`config.mk`:
```
export PLATFORM = sky130hd
export DESIGN_NAME = hadamard_sequency_order_generator
export DESIGN_NICKNAME = d
export VERILOG_FILES = /design/src/rtl/hsog_pkg.sv /design/src/rtl/hsog_row_unit.sv /design/src/rtl/hadamard_sequency_order_generator.sv
export SDC_FILE = /design/constraint.sdc
export NUM_CORES = 1
export LEC_CHECK = 0
export BUFFER_PORTS_ARGS = -buffer_cell sky130_fd_sc_hd__buf_2
export CAP_MARGIN = 40
export CORE_MARGIN = 2
export CORE_UTILIZATION = 35
export CTS_BUF_LIST = sky130_fd_sc_hd__clkbuf_16
export CTS_CLUSTER_DIAMETER = 60
export CTS_CLUSTER_SIZE = 8
export DETAILED_ROUTE_END_ITERATION = 10
export PLACE_DENSITY_LB_ADDON = 0.1
export SYNTH_ARGS = -nofsm -noshare
export SYNTH_HDL_FRONTEND = slang
export SYNTH_HIERARCHICAL = 1
export SYNTH_SLANG_ARGS = --single-unit
```
`constraint.sdc`:
```
create_clock -name clk -period 5.2 [get_ports clk]
set_input_delay 0.26 -clock clk [delete_from_list [all_inputs] [get_ports clk]]
set_output_delay 0.26 -clock clk [all_outputs]
set_load 0.01 [all_outputs]
```
`src/rtl/hsog_pkg.sv`:
```
// Package: shared widths, reset values and defaults for the sequency-order generator.
package hsog_pkg;

  localparam int CFG_W        = 4;
  localparam int PATTERN_W    = 10;
  localparam int SEQ_W        = 11;
  localparam int RANK_W       = 20;
  localparam int MAX_LOG2_DEF = 10;

  localparam logic [CFG_W-1:0] LOG2_SIZE_RESET = 4'd6;

endpackage

```
`src/rtl/hsog_row_unit.sv`:
```
// Row test unit: checks one row against the current sequency level and names the pattern.
module hsog_row_unit #(
  parameter int MAX_LOG2 = hsog_pkg::MAX_LOG2_DEF,
  localparam int LW  = MAX_LOG2 + 1,
  localparam int LGW = $clog2(MAX_LOG2 + 1)
) (
  input  logic [LW-1:0]       level,
  input  logic [MAX_LOG2-1:0] row,
  input  logic [LGW-1:0]      lg,
  output logic                hit,
  output logic [MAX_LOG2-1:0] rev_u,
  output logic [MAX_LOG2-1:0] rev_v
);
  import hsog_pkg::*;

  logic [MAX_LOG2-1:0] gray;
  logic [LW-1:0]       diff;
  logic [LW-1:0]       side;
  logic [MAX_LOG2-1:0] vbin;
  logic [MAX_LOG2-1:0] ru;
  logic [MAX_LOG2-1:0] rv;
  logic [LGW-1:0]      sh;

  assign gray = row ^ (row >> 1);
  assign diff = level - LW'(gray);
  assign side = LW'(1) << lg;
  assign hit  = (level >= LW'(gray)) && (diff < side);

  always_comb begin
    for (int i = 0; i < MAX_LOG2; i++) begin
      vbin[i] = ^(diff[MAX_LOG2-1:0] >> i);
      ru[i]   = row[MAX_LOG2-1-i];
    end
    for (int i = 0; i < MAX_LOG2; i++) begin
      rv[i] = vbin[MAX_LOG2-1-i];
    end
  end

  // bit reversal over lg bits: full-width reverse, then drop the unused low end
  assign sh    = LGW'(MAX_LOG2) - lg;
  assign rev_u = ru >> sh;
  assign rev_v = rv >> sh;

endmodule

```
`src/rtl/hadamard_sequency_order_generator.sv`:
```
// Top level: 2D Hadamard pattern generator in rising sequency order.
//
//   port group  | direction | handshake           | payload
//   cfg_        | in        | cfg_wr_en           | cfg_wr_data (log2_size)
//   in_         | in        | in_valid / in_stall | in_restart
//   out_        | out       | out_valid/out_stall | pattern_u, pattern_v, sequency, rank, last
//
// After an accept, the search state tests one row or advances one level at a time
// in the row test unit until a hit is found; no new request is taken meanwhile.
// in_stall is high from accept until the result is loaded into the output register.
// A found result waits in the search state while the output register is stalled.
// rst_n is synchronous; reset sets log2_size to 6 and restarts the sequence.
module hadamard_sequency_order_generator #(
  parameter int MAX_LOG2 = hsog_pkg::MAX_LOG2_DEF
) (
  input  logic                           clk,
  input  logic                           rst_n,
  input  logic                           cfg_wr_en,
  input  logic [hsog_pkg::CFG_W-1:0]     cfg_wr_data,
  input  logic                           in_valid,
  output logic                           in_stall,
  input  logic                           in_restart,
  output logic                           out_valid,
  input  logic                           out_stall,
  output logic [hsog_pkg::PATTERN_W-1:0] out_pattern_u,
  output logic [hsog_pkg::PATTERN_W-1:0] out_pattern_v,
  output logic [hsog_pkg::SEQ_W-1:0]     out_sequency,
  output logic [hsog_pkg::RANK_W-1:0]    out_rank,
  output logic                           out_last
);
  import hsog_pkg::*;

  localparam int LW  = MAX_LOG2 + 1;
  localparam int CW  = 2 * MAX_LOG2 + 1;
  localparam int LGW = $clog2(MAX_LOG2 + 1);

  typedef enum logic [1:0] {
    ST_IDLE   = 2'b01,
    ST_SEARCH = 2'b10
  } state_t;

  state_t           state_r, state_nxt;
  logic [CFG_W-1:0] cfg_r;
  logic [LW-1:0]    level_r, level_nxt;
  logic [LW-1:0]    row_r, row_nxt;
  logic [CW-1:0]    emitted_r, emitted_nxt;

  logic                 out_valid_r;
  logic [PATTERN_W-1:0] out_pattern_u_r;
  logic [PATTERN_W-1:0] out_pattern_v_r;
  logic [SEQ_W-1:0]     out_sequency_r;
  logic [RANK_W-1:0]    out_rank_r;
  logic                 out_last_r;

  logic [LGW-1:0]      lg;
  logic [LW-1:0]       side;
  logic [LW-1:0]       top;
  logic [CW-1:0]       total;
  logic [CW-1:0]       emitted_inc;
  logic                in_accept;
  logic                out_free;
  logic                hit;
  logic                load;
  logic                last;
  logic [MAX_LOG2-1:0] rev_u;
  logic [MAX_LOG2-1:0] rev_v;

  always_comb begin
    if (32'(cfg_r) > MAX_LOG2) begin
      lg = LGW'(MAX_LOG2);
    end else begin
      lg = LGW'(cfg_r);
    end
  end

  assign side        = LW'(1) << lg;
  assign top         = (side - LW'(1)) << 1;
  assign total       = CW'(1) << {lg, 1'b0};
  assign emitted_inc = emitted_r + CW'(1);
  assign last        = emitted_inc >= total;
  assign in_accept   = in_valid && (state_r == ST_IDLE);
  assign out_free    = !out_valid_r || !out_stall;

  hsog_row_unit #(
    .MAX_LOG2(MAX_LOG2)
  ) u_row_unit (
    .level (level_r),
    .row   (row_r[MAX_LOG2-1:0]),
    .lg    (lg),
    .hit   (hit),
    .rev_u (rev_u),
    .rev_v (rev_v)
  );

  always_comb begin
    state_nxt   = state_r;
    level_nxt   = level_r;
    row_nxt     = row_r;
    emitted_nxt = emitted_r;
    load        = 1'b0;
    case (state_r)
      ST_IDLE: begin
        if (in_accept) begin
          state_nxt = ST_SEARCH;
          if (in_restart || (emitted_r >= total)) begin
            level_nxt   = '0;
            row_nxt     = '0;
            emitted_nxt = '0;
          end
        end
      end
      ST_SEARCH: begin
        if (level_r > top) begin
          level_nxt   = '0;
          row_nxt     = '0;
          emitted_nxt = '0;
        end else if (row_r >= side) begin
          level_nxt = level_r + LW'(1);
          row_nxt   = '0;
        end else if (hit) begin
          if (out_free) begin
            load      = 1'b1;
            state_nxt = ST_IDLE;
            if (last) begin
              level_nxt   = '0;
              row_nxt     = '0;
              emitted_nxt = '0;
            end else begin
              row_nxt     = row_r + LW'(1);
              emitted_nxt = emitted_inc;
            end
          end
        end else begin
          row_nxt = row_r + LW'(1);
        end
      end
      default: begin
        state_nxt = ST_IDLE;
      end
    endcase
    // register write restarts the sequence
    if (cfg_wr_en) begin
      level_nxt   = '0;
      row_nxt     = '0;
      emitted_nxt = '0;
    end
  end

  always_ff @(posedge clk) begin
    if (!rst_n) begin
      state_r     <= ST_IDLE;
      cfg_r       <= LOG2_SIZE_RESET;
      level_r     <= '0;
      row_r       <= '0;
      emitted_r   <= '0;
      out_valid_r <= 1'b0;
    end else begin
      state_r   <= state_nxt;
      level_r   <= level_nxt;
      row_r     <= row_nxt;
      emitted_r <= emitted_nxt;
      if (cfg_wr_en) begin
        cfg_r <= cfg_wr_data;
      end
      if (load) begin
        out_valid_r <= 1'b1;
      end else if (!out_stall) begin
        out_valid_r <= 1'b0;
      end
    end
  end

  always_ff @(posedge clk) begin
    if (load) begin
      out_pattern_u_r <= PATTERN_W'(rev_u);
      out_pattern_v_r <= PATTERN_W'(rev_v);
      out_sequency_r  <= SEQ_W'(level_r);
      out_rank_r      <= RANK_W'(emitted_r);
      out_last_r      <= last;
    end
  end

  assign in_stall      = (state_r != ST_IDLE);
  assign out_valid     = out_valid_r;
  assign out_pattern_u = out_pattern_u_r;
  assign out_pattern_v = out_pattern_v_r;
  assign out_sequency  = out_sequency_r;
  assign out_rank      = out_rank_r;
  assign out_last      = out_last_r;

endmodule

```
==> reports/summary.txt <==
post-route design area: 0.00889 sq mm
maximum VDD drop: 0.147 mV
adder-cell area share of the yosys netlist: 0.116
CTS Buf Count: 9
Clk pwr share: 0.385
Worst Min Path Start: cfg_wr_data[1]
io pins: 64
vias in the first global route: 6,525
grt ovf: 0
Synth Area in Compound Gates: 0.193
largest net degree at the start of global routing: 29
Initial Utilization: 0.356
critical path, cell by cell: xnor2_1, ha_1, nor2b_1, o21ai_1, nand2_2, a31oi_1, xnor2_2, ha_1, nand2_1, a211oi_1, a211oi_1, nand2_1, o21ai_0, o31a_1, nand2_1, a21oi_1, o21a_2, and2_1, a22o_1
Clock Latency Late Sink: 0.36 ns
worst flop-to-flop path startpoint: row_r[2]$_SDFFE_PP0P_
Filler Cell Count: 2,268
FP Rows: 54
Post-synth EDFFs: 52
H-Tree Level Count: 3
Max Slew Vio Count: 0
Area Overhead vs Synth: 14.6%
pre-CTS WS: 0.261 ns
TritonCTS clock tree: built
syn_nets: 956
final-report hold violation count: 0
Worst Hold Depth: 3
slowest stage cell, crit path: dfxtp_1
share of flip-flops with an asynchronous set or reset: 0
GRT Total Usage: 0.192
clk slew on worst S/H paths: 0.07 ns
critical path required time: 5.50 ns
ANT cells: 0
CP arrival: 4.93 ns
RSZ-0062 raised after global routing: no
status: finished, final reports clean
prevailing post-synth register cell: edfxtp_1
Root Buffer: clkbuf_16
port bufs: 63
Reg2Reg Depth: 19
clk buf depth: 2
setup bufs post-CTS: 0
fin crit share: 0.891
drt wl/cell: 18.0 microns
Setup Total Neg Slack: 0 ns
Power Internal: 1340 uW
layout cells sized above 1: 0.163
type of origin of the critical path: register
Hold Crit Endpoint: cfg_r[1]$_SDFFE_PN1P_
Die W: 153 microns
Synth Register Bits: 102
Post-Route WL: 22,200 microns
Starting DRT DRC Count: 320
die area: 0.0234 sq mm
Switching Fraction: 0.266
Synth Area in Simple Gates: 0.211
Met1 Wirelength: 10,200 microns
CTS Sinks: 102
Crit path top cell by count: nand2_1
Core ar.: 0.0218 sq mm
Avg Inst Size Synth: 8.86 sq um
top sig layer: met4
Final nets: 1,027
setup violators final: 0
largest family of logic cells by synthesized area: simple AND/OR/NAND/NOR gates
Synth area leaders: edfxtp_1, dfxtp_1, ha_1, xnor2_1, nand2_1
FF-to-FF setup slack: 0.57 ns
metal3 WL: 516 microns
Routed Antenna Nets: 0
xor/xnor share of the synthesized area: 0.0820
metal2 WL: 11,100 microns
Comb pwr share: 0.148
sequential area share after synthesis: 0.330
Final WS setup: 0.569 ns
Setup Skew: 0.0139 ns
die height: 153 microns
Power Dens Cells: 206 mW/mm^2
multiplexer share of the synthesized area: 0.0271
DRT Pass-1 Iters: 5
Tightest Pin Transition: 0.694 ns
reg2reg end: emitted_r[10]$_SDFFE_PP0P_
Syn Std Cell Area: 0.00775 sq mm
cells after synthesis: 875
Max Cap Violations: 0
LEAKAGE: 0.00348 uW
Residual DRC: 0
Reg power frac: 0.468
Psw: 485 uW
Yosys top cell by area: edfxtp_1
Setup crit end kind: register
count of cell types in the netlist: 80
first-pass GRT wire length: 36,000 microns
initial antenna violation count: 0
CP max stage delay: 0.55 ns
Slew HR: 0.534
WS Path Type: reg -> reg
vias post-DR: 6,788
placed inst area: 0.00857 sq mm
gpl congestion: 0.853
Hold WS: 0.120 ns
DP HPWL: 17,000 microns
fmax: 216 MHz
Final Critical Period: 4.63 ns
Synth Warn #: 6
area share of the leading cell type in the synthesized netlist: 0.201
number of vias per cell: 5.51
critical-path maximum fanout: 10
HP Class: in -> reg
-- cell families after synthesis --
family | Yosys count
multiplexers | 19
AND/OR/NAND/NOR | 326
XOR/XNOR | 66
AO/OA/AOI/OAI | 211
buffers and inverters | 80
adder cells (fa/ha/maj) | 71
flip-flops | 102
-- placed cells by master (no fill, tap or decap), types with 11 or more instances in the layout --
cell and instances:
mux2i_1 12, nand2_1 83, nand4_1 33, nor3_1 11, xnor2_1 43, a31oi_1 22, a21oi_1 36, inv_1 37
ha_1 70, xor2_1 17, nor2b_1 16, nor2_1 74, o21ai_0 32, dfxtp_1 49, buf_4 38, edfxtp_1 52
and3_1 13, nand3_1 37, buf_2 63
-- sequential cells by signal, indices dropped and copies added (netlist names) --
signal,cells
out_last,1
level_r,11
state_r,2
out_sequency,11
row_r,11
out_pattern_v,10
out_valid,1
out_rank,20
emitted_r,21
cfg_r,4
out_pattern_u,10
-- final cells by class --
cell class,instances,area (sq um),share of cell area
multi-input combinational,693,4890,0.550
sequential,102,2560,0.289
timing repair buffer,104,647,0.0728
tap,280,350,0.0394
clock buffer,10,250,0.0282
inverter,36,135,0.0152
clock inverter,6,53.8,0.00605
-- what timing repair did --
item,CTS,global route
resized for setup,0,5
hold buffers,0,0
endpoints found under the setup margin,0,40
-- worst max-delay path by stage --
| stage | from | depth (start not counted) | end |
|---|---|---|---|
| floorplan | row_r[1]$_SDFFE_PP0P_ | 18 | out_last$_DFFE_PP_ |
| global placement | row_r[2]$_SDFFE_PP0P_ | 19 | emitted_r[5]$_SDFFE_PP0P_ |
| detailed placement | row_r[3]$_SDFFE_PP0P_ | 19 | emitted_r[5]$_SDFFE_PP0P_ |
| CTS | row_r[3]$_SDFFE_PP0P_ | 19 | emitted_r[5]$_SDFFE_PP0P_ |
| global route | row_r[2]$_SDFFE_PP0P_ | 19 | emitted_r[5]$_SDFFE_PP0P_ |
| finish | row_r[2]$_SDFFE_PP0P_ | 19 | emitted_r[10]$_SDFFE_PP0P_ |
-- cell usage after synthesis (6+ instances only) --
cell / count
ha_1: 70
nand4_1: 33
o21ai_0: 32
a32oi_1: 7
mux2i_1: 12
nand2_1: 84
o211ai_1: 9
dfxtp_1: 50
nand2b_1: 10
o21a_1: 9
a211oi_1: 10
edfxtp_1: 52
nor2_1: 74
a31oi_1: 22
or2_2: 8
inv_1: 36
and2_1: 10
a21oi_1: 36
nand3_1: 37
xor2_1: 17
nor2b_1: 16
mux2_2: 6
o31ai_1: 8
o21ai_1: 9
buf_2: 8
xnor2_1: 44
nor3_1: 11
and3_1: 13
a22oi_1: 8
a21o_1: 6
clkbuf_1: 30
-- through the flow --
| stage | utilization | power (uW) | instances |
|---|---|---|---|
| floorplan | - | 1050 | 875 |
| global placement | 0.392 | 1140 | 1212 |
| global route | 0.408 | 1920 | 1231 |
| CTS | 0.408 | 1850 | 1231 |
| detailed placement | 0.394 | 1140 | 1215 |
| finish | 0.408 | 1830 | 1231 |
-- critical path, delay by kind of cell (launching register included) --
family | cells | cell delay (ns)
AO/OA/AOI/OAI | 9 | 2.04
XOR/XNOR | 2 | 0.47
adder cells (fa/ha/maj) | 2 | 0.63
flip-flops | 1 | 0.55
AND/OR/NAND/NOR | 6 | 0.87
-- power groups by stage --
stage	registers, uW	clock network (uW)	logic [uW]
floorplan	876	0	179
global placement	873	0	265
detailed placement	873	0	270
CTS	855	729	271
global route	856	760	301
finish	855	703	270
-- per-layer routing --
metal | track usage | up-vias
li1 | - | 3397
met1 | 0.250 | 3263
met2 | 0.337 | 107
met3 | 0.0230 | 21
met4 | 0.0534 | 0
met5 | 0 | -
No activity file was read; power rests on OpenSTA's default activity.
